===== src/sv/blink_sequencer_with_count_core_assert.svh =====
// Assertion macros shared by the sequencer RTL.
// Each macro expects clk and rst in the scope where it is used.
`ifndef BLINK_SEQUENCER_WITH_COUNT_CORE_ASSERT_SVH
`define BLINK_SEQUENCER_WITH_COUNT_CORE_ASSERT_SVH

// Same-cycle implication, checked outside reset.
`define BSC_ASSERT_HOLDS(lbl, ante, cons, msg) \
  lbl: assert property (@(posedge clk) disable iff (rst) (ante) |-> (cons)) \
    else $error(msg);

// Next-cycle implication, checked outside reset.
`define BSC_ASSERT_NEXT(lbl, ante, cons, msg) \
  lbl: assert property (@(posedge clk) disable iff (rst) (ante) |=> (cons)) \
    else $error(msg);

`endif


===== src/sv/bsc_pkg.sv =====
`default_nettype none

package bsc_pkg;

  // Fixed field widths of the stream items
  localparam int OP_BITS     = 3;
  localparam int DT_BITS     = 16;
  localparam int FADE_BITS   = 11;
  localparam int ITEM_BITS   = 24;
  localparam int CFG_IDX_BITS = 3;

  // Fade level is Q1.10; the quotient is built one bit per cycle
  localparam int FADE_FRAC_BITS = 10;
  localparam logic [FADE_BITS-1:0] FADE_CLAMP = 11'd717;
  localparam logic [FADE_BITS-1:0] FADE_FULL  = 11'd1024;
  localparam logic [FADE_BITS-1:0] FADE_NONE  = 11'd0;

  // Register reset values
  localparam int RST_INITIAL_DELAY = 1024;
  localparam int RST_SHOWN_TIME    = 1024;
  localparam int RST_HIDDEN_TIME   = 1024;
  localparam int RST_FADE_START    = 512;
  localparam int RST_END_DELAY     = 0;
  localparam int RST_TOGGLE_COUNT  = 0;
  localparam int RST_LOOP_ENABLE   = 1;
  localparam int RST_START_SHOWN   = 1;

  typedef enum logic [CFG_IDX_BITS-1:0] {
    CFG_INITIAL_DELAY = 3'd0,
    CFG_SHOWN_TIME    = 3'd1,
    CFG_HIDDEN_TIME   = 3'd2,
    CFG_FADE_START    = 3'd3,
    CFG_END_DELAY     = 3'd4,
    CFG_TOGGLE_COUNT  = 3'd5,
    CFG_LOOP_ENABLE   = 3'd6,
    CFG_START_SHOWN   = 3'd7
  } cfg_idx_t;

  typedef enum logic [OP_BITS-1:0] {
    OP_TICK    = 3'd0,
    OP_ENTER   = 3'd1,
    OP_LEAVE   = 3'd2,
    OP_ENABLE  = 3'd3,
    OP_DISABLE = 3'd4,
    OP_RESTART = 3'd5
  } op_t;

  typedef enum logic [1:0] {
    PH_INIT   = 2'd0,
    PH_SHOWN  = 2'd1,
    PH_HIDDEN = 2'd2,
    PH_END    = 2'd3
  } phase_t;

  typedef enum logic [1:0] {
    BLK_NONE    = 2'd0,
    BLK_RAISED  = 2'd1,
    BLK_CLEARED = 2'd2
  } block_t;

  typedef enum logic [1:0] {
    S_IDLE = 2'd0,
    S_DIV  = 2'd1,
    S_EMIT = 2'd2
  } state_t;

  typedef struct packed {
    logic [ITEM_BITS-OP_BITS-DT_BITS-1:0] pad;
    logic [DT_BITS-1:0]                   delta_time;
    op_t                                  operation;
  } in_item_t;

  typedef struct packed {
    logic [ITEM_BITS-FADE_BITS-7-1:0] pad;
    logic                             finish_alert;
    block_t                           block_alert;
    logic [FADE_BITS-1:0]             fade_level;
    logic                             shown_flag;
    logic                             solid;
    phase_t                           phase;
  } out_item_t;

endpackage

`default_nettype wire


===== src/sv/blink_sequencer_with_count_core.sv =====
// Flow: an accepted item goes straight to the emit state, or first waits in
//   the divide state when a tick updates the fade level (bit-serial divider).
// The result is then registered into the output register once that is free;
//   no new item is taken until then, so the divider sets the slow case.
// Reset (rst, synchronous): registers return to their defaults, the sequence
//   restarts in the initial delay, run enabled, output register empty.
`default_nettype none

module blink_sequencer_with_count_core #(
  parameter int TIME_BITS  = 24,
  parameter int COUNT_BITS = 8,
  parameter int CFG_BITS   = (TIME_BITS > COUNT_BITS) ? TIME_BITS : COUNT_BITS
) (
  input  wire logic                             clk,
  input  wire logic                             rst,
  // configuration write port
  input  wire logic                             cfg_we,
  input  wire logic [bsc_pkg::CFG_IDX_BITS-1:0] cfg_index,
  input  wire logic [CFG_BITS-1:0]              cfg_data,
  // input items
  input  wire logic                             s_tvalid,
  output logic                                  s_tready,
  // [2:0] operation, [18:3] delta_time, [23:19] zero
  input  wire logic [bsc_pkg::ITEM_BITS-1:0]    s_tdata,
  // result items
  output logic                                  m_tvalid,
  input  wire logic                             m_tready,
  // [1:0] phase, [2] solid, [3] shown_flag, [14:4] fade_level,
  // [16:15] block_alert, [17] finish_alert, [23:18] zero
  output logic      [bsc_pkg::ITEM_BITS-1:0]    m_tdata
);

`include "blink_sequencer_with_count_core_assert.svh"

  localparam int SUM_BITS =
    ((TIME_BITS > bsc_pkg::DT_BITS) ? TIME_BITS : bsc_pkg::DT_BITS) + 1;
  localparam logic [TIME_BITS-1:0] TIME_MAX = '1;

  // Configuration registers
  logic [TIME_BITS-1:0]  cfg_initial_delay;
  logic [TIME_BITS-1:0]  cfg_shown_time;
  logic [TIME_BITS-1:0]  cfg_hidden_time;
  logic [TIME_BITS-1:0]  cfg_fade_start;
  logic [TIME_BITS-1:0]  cfg_end_delay;
  logic [COUNT_BITS-1:0] cfg_toggle_count;
  logic                  cfg_loop_enable;
  logic                  cfg_start_shown;

  bsc_cfg_regs #(
    .TIME_BITS  (TIME_BITS),
    .COUNT_BITS (COUNT_BITS),
    .CFG_BITS   (CFG_BITS)
  ) u_cfg (
    .clk           (clk),
    .rst           (rst),
    .cfg_we        (cfg_we),
    .cfg_index     (cfg_index),
    .cfg_data      (cfg_data),
    .initial_delay (cfg_initial_delay),
    .shown_time    (cfg_shown_time),
    .hidden_time   (cfg_hidden_time),
    .fade_start    (cfg_fade_start),
    .end_delay     (cfg_end_delay),
    .toggle_count  (cfg_toggle_count),
    .loop_enable   (cfg_loop_enable),
    .start_shown   (cfg_start_shown)
  );

  // Sequencer state
  bsc_pkg::state_t       state;
  bsc_pkg::state_t       state_next;
  bsc_pkg::phase_t       phase_reg;
  logic [TIME_BITS-1:0]  elapsed;
  logic [COUNT_BITS-1:0] toggles_left;
  logic                  counting;
  logic                  shown_reg;
  logic                  solid_reg;
  logic [bsc_pkg::FADE_BITS-1:0] fade_reg;
  logic                  occupied;
  logic                  finished;
  logic                  run_enabled;
  bsc_pkg::block_t       block_reg;
  logic                  fin_reg;

  // Step results for the item on the input
  bsc_pkg::in_item_t     in_item;
  bsc_pkg::out_item_t    out_item;
  bsc_pkg::phase_t       phase_next;
  logic [TIME_BITS-1:0]  elapsed_next;
  logic [COUNT_BITS-1:0] toggles_left_next;
  logic                  counting_next;
  logic                  shown_next;
  logic                  solid_next;
  logic [bsc_pkg::FADE_BITS-1:0] fade_next;
  logic                  occupied_next;
  logic                  finished_next;
  logic                  run_enabled_next;
  bsc_pkg::block_t       block_next;
  logic                  fin_next;
  logic                  fade_go;

  logic [SUM_BITS-1:0]   el_sum;
  logic [TIME_BITS-1:0]  el_sat;
  logic [COUNT_BITS-1:0] toggles_dec;

  logic                  accept;
  logic                  load_out;
  logic                  div_start;
  logic                  div_done;
  logic [bsc_pkg::FADE_BITS-1:0] div_level;

  assign in_item = bsc_pkg::in_item_t'(s_tdata);
  assign s_tready = (state == bsc_pkg::S_IDLE);
  assign accept   = s_tvalid && s_tready;
  assign div_start = accept && fade_go;
  assign m_tdata  = out_item;

  // Saturating tick add: clamp elapsed at the top of the time range
  assign el_sum = SUM_BITS'(elapsed) + SUM_BITS'(in_item.delta_time);
  assign el_sat = (el_sum > SUM_BITS'(TIME_MAX)) ? TIME_MAX : el_sum[TIME_BITS-1:0];

  // Each shown/hidden change uses one toggle while counting, never going below zero
  assign toggles_dec = (counting && (toggles_left != '0)) ? (toggles_left - 1'b1)
                                                          : toggles_left;

  // Work out the state after one item. The fade quotient is left to the
  // divider; fade_go flags that it must replace the fade level.
  always_comb begin
    phase_next        = phase_reg;
    elapsed_next      = elapsed;
    toggles_left_next = toggles_left;
    counting_next     = counting;
    shown_next        = shown_reg;
    solid_next        = solid_reg;
    fade_next         = fade_reg;
    occupied_next     = occupied;
    finished_next     = finished;
    run_enabled_next  = run_enabled;
    block_next        = bsc_pkg::BLK_NONE;
    fin_next          = 1'b0;
    fade_go           = 1'b0;
    unique case (in_item.operation)
      bsc_pkg::OP_TICK: begin
        // Out of toggles: jump to the end delay, even while disabled
        if (counting && (toggles_left == '0)) begin
          phase_next = bsc_pkg::PH_END;
        end
        if (run_enabled) begin
          elapsed_next = el_sat;
          unique case (phase_next)
            bsc_pkg::PH_INIT: begin
              if (el_sat > cfg_initial_delay) begin
                phase_next   = cfg_start_shown ? bsc_pkg::PH_SHOWN : bsc_pkg::PH_HIDDEN;
                elapsed_next = '0;
              end
            end
            bsc_pkg::PH_SHOWN: begin
              if (el_sat > cfg_shown_time) begin
                // Leaving shown overrides any fade update
                toggles_left_next = toggles_dec;
                shown_next        = 1'b0;
                solid_next        = 1'b0;
                fade_next         = bsc_pkg::FADE_FULL;
                phase_next        = bsc_pkg::PH_HIDDEN;
                elapsed_next      = '0;
                if (occupied) begin
                  block_next = bsc_pkg::BLK_RAISED;
                end
              end else if (el_sat > cfg_fade_start) begin
                fade_go = 1'b1;
              end
            end
            bsc_pkg::PH_HIDDEN: begin
              if (el_sat > cfg_hidden_time) begin
                toggles_left_next = toggles_dec;
                shown_next        = 1'b1;
                solid_next        = 1'b1;
                fade_next         = bsc_pkg::FADE_NONE;
                phase_next        = bsc_pkg::PH_SHOWN;
                elapsed_next      = '0;
              end
            end
            bsc_pkg::PH_END: begin
              if (el_sat > cfg_end_delay) begin
                elapsed_next = '0;
                shown_next   = cfg_start_shown;
                if (cfg_loop_enable) begin
                  phase_next        = bsc_pkg::PH_INIT;
                  toggles_left_next = cfg_toggle_count;
                end else begin
                  // Finish: report once, then hold in the end delay
                  phase_next        = bsc_pkg::PH_END;
                  toggles_left_next = '0;
                  if (!finished) begin
                    fin_next      = 1'b1;
                    finished_next = 1'b1;
                  end
                end
              end
            end
          endcase
        end
      end
      bsc_pkg::OP_ENTER: begin
        occupied_next = 1'b1;
        if (!shown_reg) begin
          block_next = bsc_pkg::BLK_RAISED;
        end
      end
      bsc_pkg::OP_LEAVE: begin
        occupied_next = 1'b0;
        block_next    = bsc_pkg::BLK_CLEARED;
      end
      bsc_pkg::OP_ENABLE, bsc_pkg::OP_RESTART: begin
        // Reload the run from the registers; enable also resumes time
        if (in_item.operation == bsc_pkg::OP_ENABLE) begin
          run_enabled_next = 1'b1;
        end
        phase_next        = bsc_pkg::PH_INIT;
        shown_next        = cfg_start_shown;
        solid_next        = cfg_start_shown;
        fade_next         = cfg_start_shown ? bsc_pkg::FADE_NONE : bsc_pkg::FADE_FULL;
        occupied_next     = 1'b0;
        toggles_left_next = cfg_toggle_count;
        counting_next     = (cfg_toggle_count != '0);
        elapsed_next      = '0;
        finished_next     = 1'b0;
      end
      bsc_pkg::OP_DISABLE: begin
        run_enabled_next = 1'b0;
      end
      default: begin
        // unused operation codes leave the state alone
      end
    endcase
  end

  bsc_fade_div #(
    .TIME_BITS (TIME_BITS)
  ) u_div (
    .clk   (clk),
    .rst   (rst),
    .start (div_start),
    .num   (elapsed_next),
    .den   (cfg_shown_time),
    .done  (div_done),
    .level (div_level)
  );

  // Control: take an item, wait for the divider if needed, then hand the
  // result to the output register as soon as it is free.
  always_comb begin
    state_next = state;
    load_out   = 1'b0;
    unique case (state)
      bsc_pkg::S_IDLE: begin
        if (s_tvalid) begin
          state_next = fade_go ? bsc_pkg::S_DIV : bsc_pkg::S_EMIT;
        end
      end
      bsc_pkg::S_DIV: begin
        if (div_done) begin
          state_next = bsc_pkg::S_EMIT;
        end
      end
      bsc_pkg::S_EMIT: begin
        if (!m_tvalid || m_tready) begin
          load_out   = 1'b1;
          state_next = bsc_pkg::S_IDLE;
        end
      end
      default: begin
        state_next = bsc_pkg::S_IDLE;
      end
    endcase
  end

  always_ff @(posedge clk) begin
    if (rst) begin
      state        <= bsc_pkg::S_IDLE;
      m_tvalid     <= 1'b0;
      phase_reg    <= bsc_pkg::PH_INIT;
      elapsed      <= '0;
      toggles_left <= COUNT_BITS'(bsc_pkg::RST_TOGGLE_COUNT);
      counting     <= (bsc_pkg::RST_TOGGLE_COUNT != 0);
      shown_reg    <= 1'(bsc_pkg::RST_START_SHOWN);
      solid_reg    <= 1'(bsc_pkg::RST_START_SHOWN);
      fade_reg     <= (bsc_pkg::RST_START_SHOWN != 0) ? bsc_pkg::FADE_NONE
                                                      : bsc_pkg::FADE_FULL;
      occupied     <= 1'b0;
      finished     <= 1'b0;
      run_enabled  <= 1'b1;
    end else begin
      state <= state_next;
      if (accept) begin
        phase_reg    <= phase_next;
        elapsed      <= elapsed_next;
        toggles_left <= toggles_left_next;
        counting     <= counting_next;
        shown_reg    <= shown_next;
        solid_reg    <= solid_next;
        fade_reg     <= fade_next;
        occupied     <= occupied_next;
        finished     <= finished_next;
        run_enabled  <= run_enabled_next;
      end else if ((state == bsc_pkg::S_DIV) && div_done) begin
        fade_reg <= div_level;
      end
      if (load_out) begin
        m_tvalid <= 1'b1;
      end else if (m_tready) begin
        m_tvalid <= 1'b0;
      end
    end
  end

  // Per-item alerts and the output register hold payload only
  always_ff @(posedge clk) begin
    if (accept) begin
      block_reg <= block_next;
      fin_reg   <= fin_next;
    end
    if (load_out) begin
      out_item.pad          <= '0;
      out_item.phase        <= phase_reg;
      out_item.solid        <= solid_reg;
      out_item.shown_flag   <= shown_reg;
      out_item.fade_level   <= fade_reg;
      out_item.block_alert  <= block_reg;
      out_item.finish_alert <= fin_reg;
    end
  end

  `BSC_ASSERT_NEXT(a_accept_busy, s_tvalid && s_tready, !s_tready,
                   "item accepted but block still ready next cycle")
  `BSC_ASSERT_HOLDS(a_div_done_state, div_done, state == bsc_pkg::S_DIV,
                    "divider finished outside the divide wait")
  `BSC_ASSERT_HOLDS(a_finish_in_end, m_tvalid && out_item.finish_alert,
                    out_item.phase == bsc_pkg::PH_END,
                    "finish alert outside the end delay")
  `BSC_ASSERT_HOLDS(a_fade_range, m_tvalid,
                    out_item.fade_level <= bsc_pkg::FADE_FULL,
                    "fade level above fully hidden")

endmodule

`default_nettype wire


===== src/sv/bsc_cfg_regs.sv =====
`default_nettype none

module bsc_cfg_regs #(
  parameter int TIME_BITS  = 24,
  parameter int COUNT_BITS = 8,
  parameter int CFG_BITS   = 24
) (
  input  wire logic                             clk,
  input  wire logic                             rst,
  input  wire logic                             cfg_we,
  input  wire logic [bsc_pkg::CFG_IDX_BITS-1:0] cfg_index,
  input  wire logic [CFG_BITS-1:0]              cfg_data,
  output logic      [TIME_BITS-1:0]             initial_delay,
  output logic      [TIME_BITS-1:0]             shown_time,
  output logic      [TIME_BITS-1:0]             hidden_time,
  output logic      [TIME_BITS-1:0]             fade_start,
  output logic      [TIME_BITS-1:0]             end_delay,
  output logic      [COUNT_BITS-1:0]            toggle_count,
  output logic                                  loop_enable,
  output logic                                  start_shown
);

  logic [TIME_BITS-1:0]  wr_time;
  logic [COUNT_BITS-1:0] wr_count;

  assign wr_time  = cfg_data[TIME_BITS-1:0];
  assign wr_count = cfg_data[COUNT_BITS-1:0];

  always_ff @(posedge clk) begin
    if (rst) begin
      initial_delay <= TIME_BITS'(bsc_pkg::RST_INITIAL_DELAY);
      shown_time    <= TIME_BITS'(bsc_pkg::RST_SHOWN_TIME);
      hidden_time   <= TIME_BITS'(bsc_pkg::RST_HIDDEN_TIME);
      fade_start    <= TIME_BITS'(bsc_pkg::RST_FADE_START);
      end_delay     <= TIME_BITS'(bsc_pkg::RST_END_DELAY);
      toggle_count  <= COUNT_BITS'(bsc_pkg::RST_TOGGLE_COUNT);
      loop_enable   <= 1'(bsc_pkg::RST_LOOP_ENABLE);
      start_shown   <= 1'(bsc_pkg::RST_START_SHOWN);
    end else if (cfg_we) begin
      unique case (bsc_pkg::cfg_idx_t'(cfg_index))
        bsc_pkg::CFG_INITIAL_DELAY: initial_delay <= wr_time;
        bsc_pkg::CFG_SHOWN_TIME:    shown_time    <= wr_time;
        bsc_pkg::CFG_HIDDEN_TIME:   hidden_time   <= wr_time;
        bsc_pkg::CFG_FADE_START:    fade_start    <= wr_time;
        bsc_pkg::CFG_END_DELAY:     end_delay     <= wr_time;
        bsc_pkg::CFG_TOGGLE_COUNT:  toggle_count  <= wr_count;
        bsc_pkg::CFG_LOOP_ENABLE:   loop_enable   <= cfg_data[0];
        bsc_pkg::CFG_START_SHOWN:   start_shown   <= cfg_data[0];
      endcase
    end
  end

endmodule

`default_nettype wire


===== src/sv/bsc_fade_div.sv =====
`default_nettype none

// Restoring divider: level = min(num * 1024 / den, clamp).
// One quotient bit per cycle shifts into quot; a dividend at or above the
// divisor (including a zero divisor) means a quotient of 1024 or more.
module bsc_fade_div #(
  parameter int TIME_BITS = 24
) (
  input  wire logic                          clk,
  input  wire logic                          rst,
  input  wire logic                          start,
  input  wire logic [TIME_BITS-1:0]          num,
  input  wire logic [TIME_BITS-1:0]          den,
  output logic                               done,
  output logic      [bsc_pkg::FADE_BITS-1:0] level
);

  localparam int FRAC     = bsc_pkg::FADE_FRAC_BITS;
  localparam int CNT_BITS = $clog2(FRAC);

  logic                 busy;
  logic [CNT_BITS-1:0]  cnt;
  logic [TIME_BITS-1:0] rem;
  logic [TIME_BITS-1:0] den_reg;
  logic [FRAC-1:0]      quot;
  logic                 sat;
  logic [TIME_BITS:0]   rem_dbl;
  logic [TIME_BITS:0]   rem_sub;
  logic                 ge;

  assign rem_dbl = {rem, 1'b0};
  assign rem_sub = rem_dbl - {1'b0, den_reg};
  assign ge      = rem_dbl >= {1'b0, den_reg};

  always_ff @(posedge clk) begin
    if (rst) begin
      busy <= 1'b0;
      done <= 1'b0;
    end else begin
      done <= 1'b0;
      if (start) begin
        busy <= 1'b1;
      end else if (busy && (cnt == '0)) begin
        busy <= 1'b0;
        done <= 1'b1;
      end
    end
  end

  always_ff @(posedge clk) begin
    if (start) begin
      cnt     <= CNT_BITS'(FRAC - 1);
      rem     <= num;
      den_reg <= den;
      sat     <= num >= den;
    end else if (busy) begin
      cnt  <= cnt - 1'b1;
      rem  <= ge ? rem_sub[TIME_BITS-1:0] : rem_dbl[TIME_BITS-1:0];
      quot <= {quot[FRAC-2:0], ge};
    end
  end

  always_comb begin
    if (sat || ({1'b0, quot} > bsc_pkg::FADE_CLAMP)) begin
      level = bsc_pkg::FADE_CLAMP;
    end else begin
      level = {1'b0, quot};
    end
  end

endmodule

`default_nettype wire

===== config.mk =====
export PLATFORM = sky130hd
export DESIGN_NAME = blink_sequencer_with_count_core
export DESIGN_NICKNAME = d
export VERILOG_FILES = /design/src/sv/bsc_pkg.sv /design/src/sv/blink_sequencer_with_count_core.sv /design/src/sv/bsc_cfg_regs.sv /design/src/sv/bsc_fade_div.sv
export VERILOG_INCLUDE_DIRS = /design/src /design/src/sv
export SDC_FILE = /design/constraint.sdc
export NUM_CORES = 1
export LEC_CHECK = 0
export ABC_CLOCK_PERIOD_IN_PS = 14900
export BUFFER_PORTS_ARGS = -buffer_cell sky130_fd_sc_hd__buf_2
export CAP_MARGIN = 20
export CORE_ASPECT_RATIO = 1.2
export CORE_MARGIN = 3
export CORE_UTILIZATION = 50
export CTS_CLUSTER_SIZE = 14
export DETAILED_ROUTE_END_ITERATION = 7
export GPL_ROUTABILITY_DRIVEN = 0
export GPL_TIMING_DRIVEN = 0
export PLACE_DENSITY_LB_ADDON = 0.3
export SYNTH_ARGS = -nofsm -noshare
export SYNTH_HDL_FRONTEND = slang
export SYNTH_SLANG_ARGS = --single-unit

===== constraint.sdc =====
create_clock -name clk -period 14.9 [get_ports clk]
set_input_delay 2.98 -clock clk [delete_from_list [all_inputs] [get_ports clk]]
set_output_delay 2.98 -clock clk [all_outputs]
set_load 0.02 [all_outputs]

## Word level (Yosys, flattened, before mapping)

Index checks and enable logic that the tools add are counted.

| storage, ports and cells | value |
|---|---|
| bits in writable memories | 0 |
| bits in latches | 0 |
| memory bits (read-only) | 0 |
| register bits after elaboration | 270 |
| output and inout port bits | 26 |
| logic and storage cells | 214 |
| input bits | 56 |
| memories | 0 |

| operators by class | value |
|---|---|
| reductions and logical operators | 46 |
| divide/modulo/power cells | 0 |
| eq/ne operators | 35 |
| add/sub/neg operators | 4 |
| mux-type cells | 80 |
| multipliers | 0 |
| order comparisons | 9 |
| shift-type cells | 0 |
| bitwise gates (word level) | 5 |

Operators with widths:

| operator | count |
|---|---|
| 24-bit 2-to-1 mux | 9 |
| 24-bit greater-than comparator | 5 |
| 24-bit one-hot mux with 4 select lines | 1 |
| 11-bit 2-to-1 mux | 6 |
| 8-bit 2-to-1 mux | 6 |
| 24-bit one-hot mux with 2 select lines | 1 |
| 11-bit one-hot mux with 2 select lines | 2 |
| 1-bit 2-to-1 mux | 28 |
| 2-bit 2-to-1 mux | 13 |
| 24-bit by 16-bit adder with 25-bit output | 1 |
| 25-bit by 24-bit >= comparator with 1-bit output | 1 |
| 25-bit by 24-bit greater-than comparator with 1-bit output, second input constant | 1 |
| 24-bit >= comparator | 1 |
| 8-bit one-hot mux with 3 select lines | 1 |
| 2-bit AND reduction | 12 |
| 24-bit subtractor | 1 |
| 3-bit equality test, second input constant | 6 |
| 6-bit AND reduction | 3 |
| 8-bit one-hot mux with 2 select lines | 1 |
| 8-bit nonzero test | 2 |
| 2-bit != test, second input constant | 7 |
| 2-bit nonzero test | 7 |
| 3-bit by 2-bit equality test with 1-bit output, second input constant | 4 |
| 3-bit != test, second input constant | 4 |
| 29 further kinds | 56 |

## Logic depth before layout (Yosys ltp)

Gate-level depths: netlist of the first run.

| depth | value |
|---|---|
| depth in word-level cells | 12 |
| gate-level depth with buffers | 32 |
| depth with buffers taken out | 30 |

## Cells and area by module

A second synthesis of the first run with hierarchy kept.

| second synthesis, totals | value |
|---|---|
| cells, all modules | 1886 |
| area total of the unflattened synthesis | 17334.1 um^2 |

Modules (own cells, without submodules):

| module | cells an instance | times used | seq. area each (um^2) | area an instance (um^2) |
|---|---|---|---|---|
| blink_sequencer_with_count_core | 940 | 1 | 1711.6 | 7509.7 |
| bsc_cfg_regs | 464 | 1 | 2602.5 | 5152.4 |
| bsc_fade_div | 482 | 1 | 1891.8 | 4672.0 |

## Worst setup path after synthesis of the first run

OpenSTA, ideal clock, no wires.

| timing path | value |
|---|---|
| path type | input-to-reg |
| start point | input port s_tdata[3] (netlist name) |
| end point | register u_div.sat, data pin |
| setup slack | 5.770 ns |
| required time | 14.638 ns |
| buffers on the path | 2 |
| stages on the path | 32 |
| data arrival time | 8.868 ns |
| cells stage by stage | ha_1 > inv_1 > fa_1 > nor2b_1 > o31ai_1 > a2111oi_1 > nor2_1 > o31ai_2 > a31oi_1 > a31o_2 > inv_1 > ha_1 > o21a_1 > o211ai_1 > o21ai_0 > nor4b_1 > nor2_2 > or2_0 > buf_2 > nor2_1 > buf_2 > a22o_1 > ha_1 > a21o_1 > a21o_1 > a21oi_1 > o21ai_0 > a21o_1 > a21oi_1 > o21ai_0 > a21oi_1 > o21ai_0 |

| on the way | value |
|---|---|
| word-level cells in the longest chain between the ends | 9 |
| elaborated cells between the ends (all ways) | 15 |

Ends and longest elaborated chain:

| element | line | source |
|---|---|---|
| start: declaration | blink_sequencer_with_count_core.sv:24 | `input wire logic [bsc_pkg::ITEM_BITS-1:0] s_tdata,` |
| 24-bit by 16-bit adder with 25-bit output * | blink_sequencer_with_count_core.sv:119 | `assign el_sum = SUM_BITS'(elapsed) + SUM_BITS'(in_item.delta_time);` |
| 25-bit by 24-bit greater-than comparator with 1-bit output | blink_sequencer_with_count_core.sv:120 | `assign el_sat = (el_sum > SUM_BITS'(TIME_MAX)) ? TIME_MAX : el_sum[TIME_BITS-1:0];` |
| 24-bit 2-to-1 mux * | blink_sequencer_with_count_core.sv:120 |  |
| 24-bit greater-than comparator (on tied branches) | -- |  |
| 24-bit 2-to-1 mux (on tied branches) | -- |  |
| 24-bit one-hot mux with 4 select lines * | blink_sequencer_with_count_core.sv:150 | `unique case (phase_next)` |
| 24-bit 2-to-1 mux * | blink_sequencer_with_count_core.sv:148 | `if (run_enabled) begin` |
| 24-bit one-hot mux with 2 select lines * | blink_sequencer_with_count_core.sv:142 | `unique case (in_item.operation)` |
| named net elapsed_next[9] | blink_sequencer_with_count_core.sv:89 | `logic [TIME_BITS-1:0] elapsed_next;` |
| 24-bit >= comparator * | bsc_fade_div.sv:55 | `sat <= num >= den;` |
| end signal: assignment | bsc_fade_div.sv:55 |  |
| end: declaration | bsc_fade_div.sv:26 | `logic sat;` |

The timed path passes the listed nets; every way through them passes the cells marked *.
A chain may end at the register's enable or synchronous reset.

## Worst setup path after layout of the first run

Same ends and word-level chain as after synthesis.

==> reports/qor.yml, run 1 <==
pwr:
  power_switching_share_pct: 26.6
  max-vdd-ir-drop_mv: 0.0975
  power_frac_clock_pct: 42.2
  cell_internal_pwr_uw: 1280
  p_sw_uw: 465
  power.share.combinational_pct: 13.2
  power.static_leakage_uw: 0.00739
  power.density_nw_per_um2: 94.1
  power.sequential.fraction_pct: 44.6
setup_path:
  rr_startpoint: "elapsed[0]$_SDFFE_PP0P_"
  cp_max_fo: 10
  critical_path.slowest_cell: "sky130_fd_sc_hd__a2111oi_0"
  count_of_buffer_and_inverter_cells_on_the_critical_path: 4
  criticalPathCategory: "input port to register"
  cp.required_ns: 15.21
  critPathArrivalTime_ns: 12.06
  r2r_depth: 30
  crit_path_max_incr_delay_ns: 1.10
  reg2reg_capture_point: "u_div.sat$_DFFE_PP_"
  rrSetupSlack_ns: 5.35
  setup.worst_path.start_class: "input port"
  timing.critical_path.mode_cell: "sky130_fd_sc_hd__o21ai_0"
  crit_path_end_kind: "register"
  timing.critical_path.max_delay_family: "compound AO/OA/AOI/OAI gates"
timing:
  rsz0062_at_grt: "false"
  timing.final.hold_violations: 0
  slew_violations: 0
  finClkSkew_ns: 0.0165
  maxClockFrequency_mhz: 85.1
  finalCritPeriodShare_pct: 78.9
  setup_ws_ns: 3.15
  finalCriticalPeriod_ns: 11.75
  relSlewSlack_pct: 22.2
  fin_setup_tns_ns: 0
  worst_slew_pin_tran_ns: 1.14
  timing.final.setup_violations: 0
synthesis:
  edff_count_synth: 80
  synth_flop_cell: "sky130_fd_sc_hd__dfxtp_1"
  ys_ff_latch: 270
  synth.avg_cell_area_sq_um: 8.43
  cell_taking_the_most_area_after_synthesis: "sky130_fd_sc_hd__dfxtp_1"
  ys_top_cells_by_area: "sky130_fd_sc_hd__dfxtp_1, sky130_fd_sc_hd__edfxtp_1, sky130_fd_sc_hd__ha_1"
  synth.lib_cells_used.distinct: 78
  yosys.area.top_type_share_pct: 22.9
  total_standard_cell_area_after_synthesis_sq_um: 16600
  ys_async_sr_fraction_pct: 0
  ys_seq_area_share_pct: 37.3
  mapped_cells: 1975
  yosys_warnings: 0
floorplanning:
  floorplan.die_area_sq_um: 35500
  floorplan.core_area_sq_um: 32500
  die_h_um: 206
  die_w_um: 173
  initial_core_util_pct: 51.2
  num_io_pins: 82
  core.rowCount: 72
grt:
  grt-ovfl-total: 0
  grt_pass1_wl_um: 74300
  groute.usage.overall_pct: 26.0
  grt_start_max_net_pins: 26
  number_of_antenna_violations_at_the_first_check_in_global_routing: 0
  grt_pass1_vias: 14500
drt:
  dr.pass1.iters: 5
  drt_iter0_drc: 997
  wl_per_cell_um: 18.6
  remaining_drc_errors: 0
  drt-total-wl_um: 47500
  drtAntennaViolNets: 0
  via_per_inst: 5.80
  route.vias.total: 14800
placement:
  place.detailed.hpwl_um: 37200
  io_buffers: 64
  place_worst_setup_slack_ns: 2.82
  placement.cell_area_sq_um: 17600
status:
  outcome: "finished clean"
finish:
  num-nets-final: 2325
  fillers: 2927
  final_layout_size_suffix_gt1_share_pct: 7.89
  antenna-diode-count: 0
  fin_area_sq_um: 18600
  areaGrowthSynthToFinish_pct: 11.5
  final_util_pct: 57.1
clock_tree:
  tritoncts.num_buffers: 29
  clk_lat_worst_skew_ns: 0.57
  cts.repair.resized: 0
  cts.sinks: 270
  post_cts_buffers: 0
  max-clock-path-buffers: 3
  cts_root_buffer: "sky130_fd_sc_hd__clkbuf_16"
  cts_tree: "yes"
  ctsHoldBuffers: 0
  path_clk_slew_ns: 0.07
  cts_max_level: 1
run:
  maximum_capacitance_violations: 0
hold_path:
  hold_path_end: "m_tdata[15]$_DFFE_PP_"
  hold_path_startpoint: "block_reg[0]$_DFFE_PP_"
  worstHoldPathCells: 0
  hp-class: "register to register"
## worst reg2reg max path: cells and delay by family, from the launching register on
family                   cells  cell delay, ns
flip-flops                   1            0.33
AND/OR/NAND/NOR              5            1.57
buffers and inverters        3            0.89
adder cells (fa/ha/maj)      4            1.25
AO/OA/AOI/OAI               18            5.25
## layout make-up
cell class / count / area [sq um] / share of cell area [%]
Timing Repair Buffer: 69 / 372 / 2.00
Clock inverter: 11 / 114 / 0.613
Clock buffer: 43 / 858 / 4.62
Tap cell: 444 / 556 / 2.99
Sequential cell: 270 / 6210 / 33.4
Inverter: 177 / 664 / 3.58
Multi-Input combinational cell: 1445 / 9410 / 50.7
Buffer: 88 / 380 / 2.05
## per-stage QoR
step	std cells	total power, uW	hold WS [ns]
after floorplan	1980	942	0.400
after CTS	2545	1750	0.426
after global placement	2488	1010	0.403
final	2547	1750	0.426
after detailed placement	2491	1020	0.416
after global routing	2547	1810	0.434
## kinds of logic after synthesis
logic type | share of synthesized area, %
other cells | 0.0225
compound gates | 20.3
mux | 2.07
buf+inv | 6.28
fa+ha+maj | 14.3
xor+xnor | 1.89
simple gates | 17.8
flops | 37.3
## synthesized netlist by cell type (25+ instances only)
cell / count
sky130_fd_sc_hd__edfxtp_1: 80
sky130_fd_sc_hd__nor2_1: 82
sky130_fd_sc_hd__a21o_1: 34
sky130_fd_sc_hd__nand3_1: 36
sky130_fd_sc_hd__ha_1: 187
sky130_fd_sc_hd__clkbuf_1: 71
sky130_fd_sc_hd__nand4_1: 35
sky130_fd_sc_hd__a22o_1: 36
sky130_fd_sc_hd__dfxtp_1: 190
sky130_fd_sc_hd__inv_1: 177
sky130_fd_sc_hd__nand2_1: 365
sky130_fd_sc_hd__nor3_1: 25
sky130_fd_sc_hd__o21ai_0: 61
sky130_fd_sc_hd__a211oi_1: 26
sky130_fd_sc_hd__a21oi_1: 222
## layer usage
| metal | wire length, um | share of wire (%) | global-route usage, % |
|---|---|---|---|
| met5 | 0 | 0 | 0 |
| met4 | 3040 | 6.4 | 16.1 |
| met3 | 2280 | 4.8 | 2.54 |
| met2 | 22800 | 48 | 45.8 |
| met1 | 19400 | 41 | 30.9 |
## cells in the final DEF, fill, tap and decap left out, types with 14 or more instances in the layout
cell,Yosys,layout
sky130_fd_sc_hd__o21ai_0,61,60
sky130_fd_sc_hd__inv_1,177,177
sky130_fd_sc_hd__dfxtp_1,190,190
sky130_fd_sc_hd__edfxtp_1,80,80
sky130_fd_sc_hd__mux2i_1,22,22
sky130_fd_sc_hd__clkbuf_1,71,77
sky130_fd_sc_hd__or2_2,14,14
sky130_fd_sc_hd__a21oi_1,222,222
sky130_fd_sc_hd__o21a_1,23,23
sky130_fd_sc_hd__buf_2,4,69
sky130_fd_sc_hd__a21o_1,34,34
sky130_fd_sc_hd__xnor2_1,21,21
sky130_fd_sc_hd__nor2_1,82,82
sky130_fd_sc_hd__nand4_1,35,35
sky130_fd_sc_hd__nor3_1,25,25
sky130_fd_sc_hd__xor2_1,15,15
sky130_fd_sc_hd__nand3_1,36,36
sky130_fd_sc_hd__nand2_1,365,365
sky130_fd_sc_hd__a22o_1,36,36
sky130_fd_sc_hd__clkbuf_16,0,29
sky130_fd_sc_hd__o211ai_1,21,21
sky130_fd_sc_hd__nand2b_1,16,16
sky130_fd_sc_hd__a211oi_1,26,26
sky130_fd_sc_hd__nor2b_1,18,18
sky130_fd_sc_hd__ha_1,187,187
sky130_fd_sc_hd__a31oi_1,14,14
## power by group through the flow
stage | registers (uW) | clock network [uW] | logic, uW
6_report | 779 | 736 | 230
5_1_grt | 781 | 775 | 253
4_1_cts | 779 | 742 | 227
3_5_place_dp | 795 | 0 | 226
3_3_place_gp | 794 | 0 | 218
2_1_floorplan | 796 | 0 | 146
## worst max path at each step
stage / start / to / slack [ns] / cells after the start
finish: s_tdata[3] / u_div.sat$_DFFE_PP_ / 3.15 / 31
global route: s_tdata[3] / u_div.sat$_DFFE_PP_ / 3.01 / 31
CTS: s_tdata[3] / u_div.sat$_DFFE_PP_ / 3.44 / 31
detailed placement: s_tdata[3] / u_div.sat$_DFFE_PP_ / 2.82 / 31
global placement: s_tdata[3] / u_div.sat$_DFFE_PP_ / 2.85 / 31
floorplan: s_tdata[3] / u_div.sat$_DFFE_PP_ / 5.77 / 32
Power figures use the tool's default switching activity.
==> inputs of run 2 (changes only) <==
--- a/config.mk
+++ b/config.mk
@@ -6,7 +6,8 @@
 export SDC_FILE = /design/constraint.sdc
 export NUM_CORES = 1
 export LEC_CHECK = 0
-export ABC_CLOCK_PERIOD_IN_PS = 14900
+export ABC_AREA = 1
+export ABC_CLOCK_PERIOD_IN_PS = 10400
 export BUFFER_PORTS_ARGS = -buffer_cell sky130_fd_sc_hd__buf_2
 export CAP_MARGIN = 20
 export CORE_ASPECT_RATIO = 1.2
==> constraint.sdc (replaced) <==
create_clock -name clk -period 10.4 [get_ports clk]
set_input_delay 2.08 -clock clk [delete_from_list [all_inputs] [get_ports clk]]
set_output_delay 2.08 -clock clk [all_outputs]
set_load 0.02 [all_outputs]
==> reports/qor.yml, run 2 <==
drt:
  via_per_inst: 5.51  # -5.2%
  drt-total-wl_um: 48500  # +2.1%
  remaining_drc_errors: 0  # unchanged
  route.vias.total: 15800  # +7.1%
  wl_per_cell_um: 16.9  # -9.6%
  drtAntennaViolNets: 0  # unchanged
  drt_iter0_drc: 1373  # +38%
  dr.pass1.iters: 7  # +2
setup_path:
  crit_path_end_kind: "register"
  critPathArrivalTime_ns: 8.03  # -4.03 ns
  cp.required_ns: 10.63  # -4.58 ns
  critical_path.slowest_cell: "sky130_fd_sc_hd__a2111oi_0"
  timing.critical_path.mode_cell: "sky130_fd_sc_hd__nand2_1"
  crit_path_max_incr_delay_ns: 0.67  # -0.43 ns
  cp_max_fo: 10  # unchanged
  criticalPathCategory: "input port to register"
  setup.worst_path.start_class: "input port"
pwr:
  max-vdd-ir-drop_mv: 0.158  # +62%
  power.static_leakage_uw: 0.00880  # +19%
  power.density_nw_per_um2: 148  # +57%
clock_tree:
  cts.repair.resized: 0  # unchanged
  ctsHoldBuffers: 0  # unchanged
  cts_root_buffer: "sky130_fd_sc_hd__clkbuf_16"
  tritoncts.num_buffers: 29  # unchanged
  clk_lat_worst_skew_ns: 0.56  # about the same
  path_clk_slew_ns: 0.06  # about the same
  max-clock-path-buffers: 3  # unchanged
  cts.sinks: 270  # unchanged
  post_cts_buffers: 0  # unchanged
  cts_tree: "yes"
  cts_max_level: 1  # unchanged
grt:
  groute.usage.overall_pct: 26.1  # +0.10 points
  grt_pass1_wl_um: 77600  # +4.5%
  grt_pass1_vias: 15500  # +6.8%
  grt-ovfl-total: 0  # unchanged
  grt_start_max_net_pins: 35  # +35%
  number_of_antenna_violations_at_the_first_check_in_global_routing: 0  # unchanged
synthesis:
  ys_seq_area_share_pct: 36.3  # -0.99 points
  ys_top_cells_by_area: "sky130_fd_sc_hd__dfxtp_1, sky130_fd_sc_hd__edfxtp_1, sky130_fd_sc_hd__ha_1"
  synth_flop_cell: "sky130_fd_sc_hd__dfxtp_1"
  yosys.area.top_type_share_pct: 22.2  # -0.61 points
  synth.lib_cells_used.distinct: 57  # -27%
  ys_async_sr_fraction_pct: 0  # unchanged
  total_standard_cell_area_after_synthesis_sq_um: 17100  # +2.7%
  yosys_warnings: 0  # unchanged
  synth.avg_cell_area_sq_um: 7.45  # -12%
  cell_taking_the_most_area_after_synthesis: "sky130_fd_sc_hd__dfxtp_1"
  edff_count_synth: 80  # unchanged
  mapped_cells: 2295  # +16%
  ys_ff_latch: 270  # unchanged
  netlist_top_cells_count: "sky130_fd_sc_hd__nand2_1, sky130_fd_sc_hd__inv_1, sky130_fd_sc_hd__nor2_1"
  post-synth-top-count-cell: "sky130_fd_sc_hd__nand2_1"
placement:
  placedCellCount: 2820  # +13%
  place_worst_setup_slack_ns: 2.03  # -0.789 ns
  io_buffers: 69  # +7.8%
  place.detailed.hpwl_um: 38300  # +3.0%
floorplanning:
  die_w_um: 175  # +1.3%
  initial_core_util_pct: 51.1  # about the same
  floorplan.core_area_sq_um: 33400  # +2.8%
  num_io_pins: 82  # unchanged
  floorplan.die_area_sq_um: 36500  # +2.6%
  core.rowCount: 73  # +1.4%
  die_h_um: 209  # +1.3%
timing:
  slew_violations: 0  # unchanged
  maxClockFrequency_mhz: 128
  rsz0062_at_grt: "false"
  fin_setup_tns_ns: 0  # unchanged
  finalCriticalPeriod_ns: 7.80
  worst_slew_pin_tran_ns: 1.16  # +0.0251 ns
  setup_ws_ns: 2.60  # -0.550 ns
  finalCritPeriodShare_pct: 75.0
  timing.final.hold_violations: 0  # unchanged
  timing.final.setup_violations: 0  # unchanged
  finClkSkew_ns: 0.0109  # -0.00558 ns
  relSlewSlack_pct: 21.6  # -0.53 points
finish:
  final_layout_size_suffix_gt1_share_pct: 8.00  # +0.10 points
  multi_input_comb_area_sq_um: 9320  # -1.0%
  final_cells: 2876  # +13%
  most_common_library_cell_in_the_layout_ignoring_fill_and_taps: "sky130_fd_sc_hd__nand2_1"
  final_util_pct: 56.8  # -0.27 points
  fillers: 3178  # +8.6%
  area.sequential_sq_um: 6210  # unchanged
  antenna-diode-count: 0  # unchanged
  num-nets-final: 2648  # +14%
  mostFrequentLayoutCells: "sky130_fd_sc_hd__nand2_1, sky130_fd_sc_hd__inv_1, sky130_fd_sc_hd__nor2_1, sky130_fd_sc_hd__a21oi_1"
  areaGrowthSynthToFinish_pct: 11.1
run:
  maximum_capacitance_violations: 0  # unchanged
hold_path:
  hp-class: "register to register"
status:
  outcome: "finished clean"
==> run 2: power breakdown <==
| group | switching (uW) | internal (uW) |
|---|---|---|
| clock | 438 | 575 |
| sequential | 19.4 | 1120 |
| combinational | 433 | 223 |
==> run 2: final timing paths <==
kind                           start               endpoint  slack, ns  cells after the start
min            fin_reg$_SDFFCE_PP0P_  m_tdata[17]$_DFFE_PP_       0.42                      0
min reg2reg    fin_reg$_SDFFCE_PP0P_  m_tdata[17]$_DFFE_PP_       0.42                      0
max reg2reg  elapsed[0]$_SDFFE_PP0P_    u_div.sat$_DFFE_PP_       3.92                     31
max                       s_tdata[3]    u_div.sat$_DFFE_PP_       2.60                     32
==> run 2: area by class of cell <==
| class | instances | area share, % |
|---|---|---|
| multi-input combinational | 1630 | 49.1 |
| clock inverter | 19 | 0.804 |
| clock buffer | 35 | 4.05 |
| timing repair buffer | 72 | 2.05 |
| buffer | 79 | 2.01 |
| inverter | 321 | 6.39 |
| tap | 450 | 2.97 |
| sequential | 270 | 32.7 |
==> run 2: cells by family after synthesis <==
| group | after synthesis | share of synthesized area (%) |
|---|---|---|
| xor+xnor | 36 | 1.84 |
| fa+ha+maj | 189 | 13.9 |
| buf+inv | 400 | 9.32 |
| simple gates | 903 | 23.1 |
| mux | 2 | 0.117 |
| flops | 270 | 36.3 |
| other cells | 1 | 0.0219 |
| compound gates | 494 | 15.4 |
==> run 2: routing by layer <==
layer	up-vias	GRT usage (%)	part of all wire, %
li1	7850	-	-
met1	7293	31.6	40
met2	551	46.5	49
met3	139	2.65	5.8
met4	0	12.3	5.2
met5	-	0	0
==> run 2: worst max-delay path: cells and delay by family <==
| kind | cells | cell delay [ns] |
|---|---|---|
| AND/OR/NAND/NOR | 17 | 2.70 |
| buffers and inverters | 7 | 0.97 |
| adder cells (fa/ha/maj) | 4 | 1.07 |
| AO/OA/AOI/OAI | 4 | 1.18 |
==> run 2: per-stage QoR <==
step                power (uW)  hold WS (ns)  instance area (sq um)
global placement          1770         0.406                  18000
detailed placement        1800         0.410                  18000
floorplan                 1610         0.400                  17100
finish                    2810         0.420                  19000
global route              2950         0.435                  19000
CTS                       2810         0.424                  19000
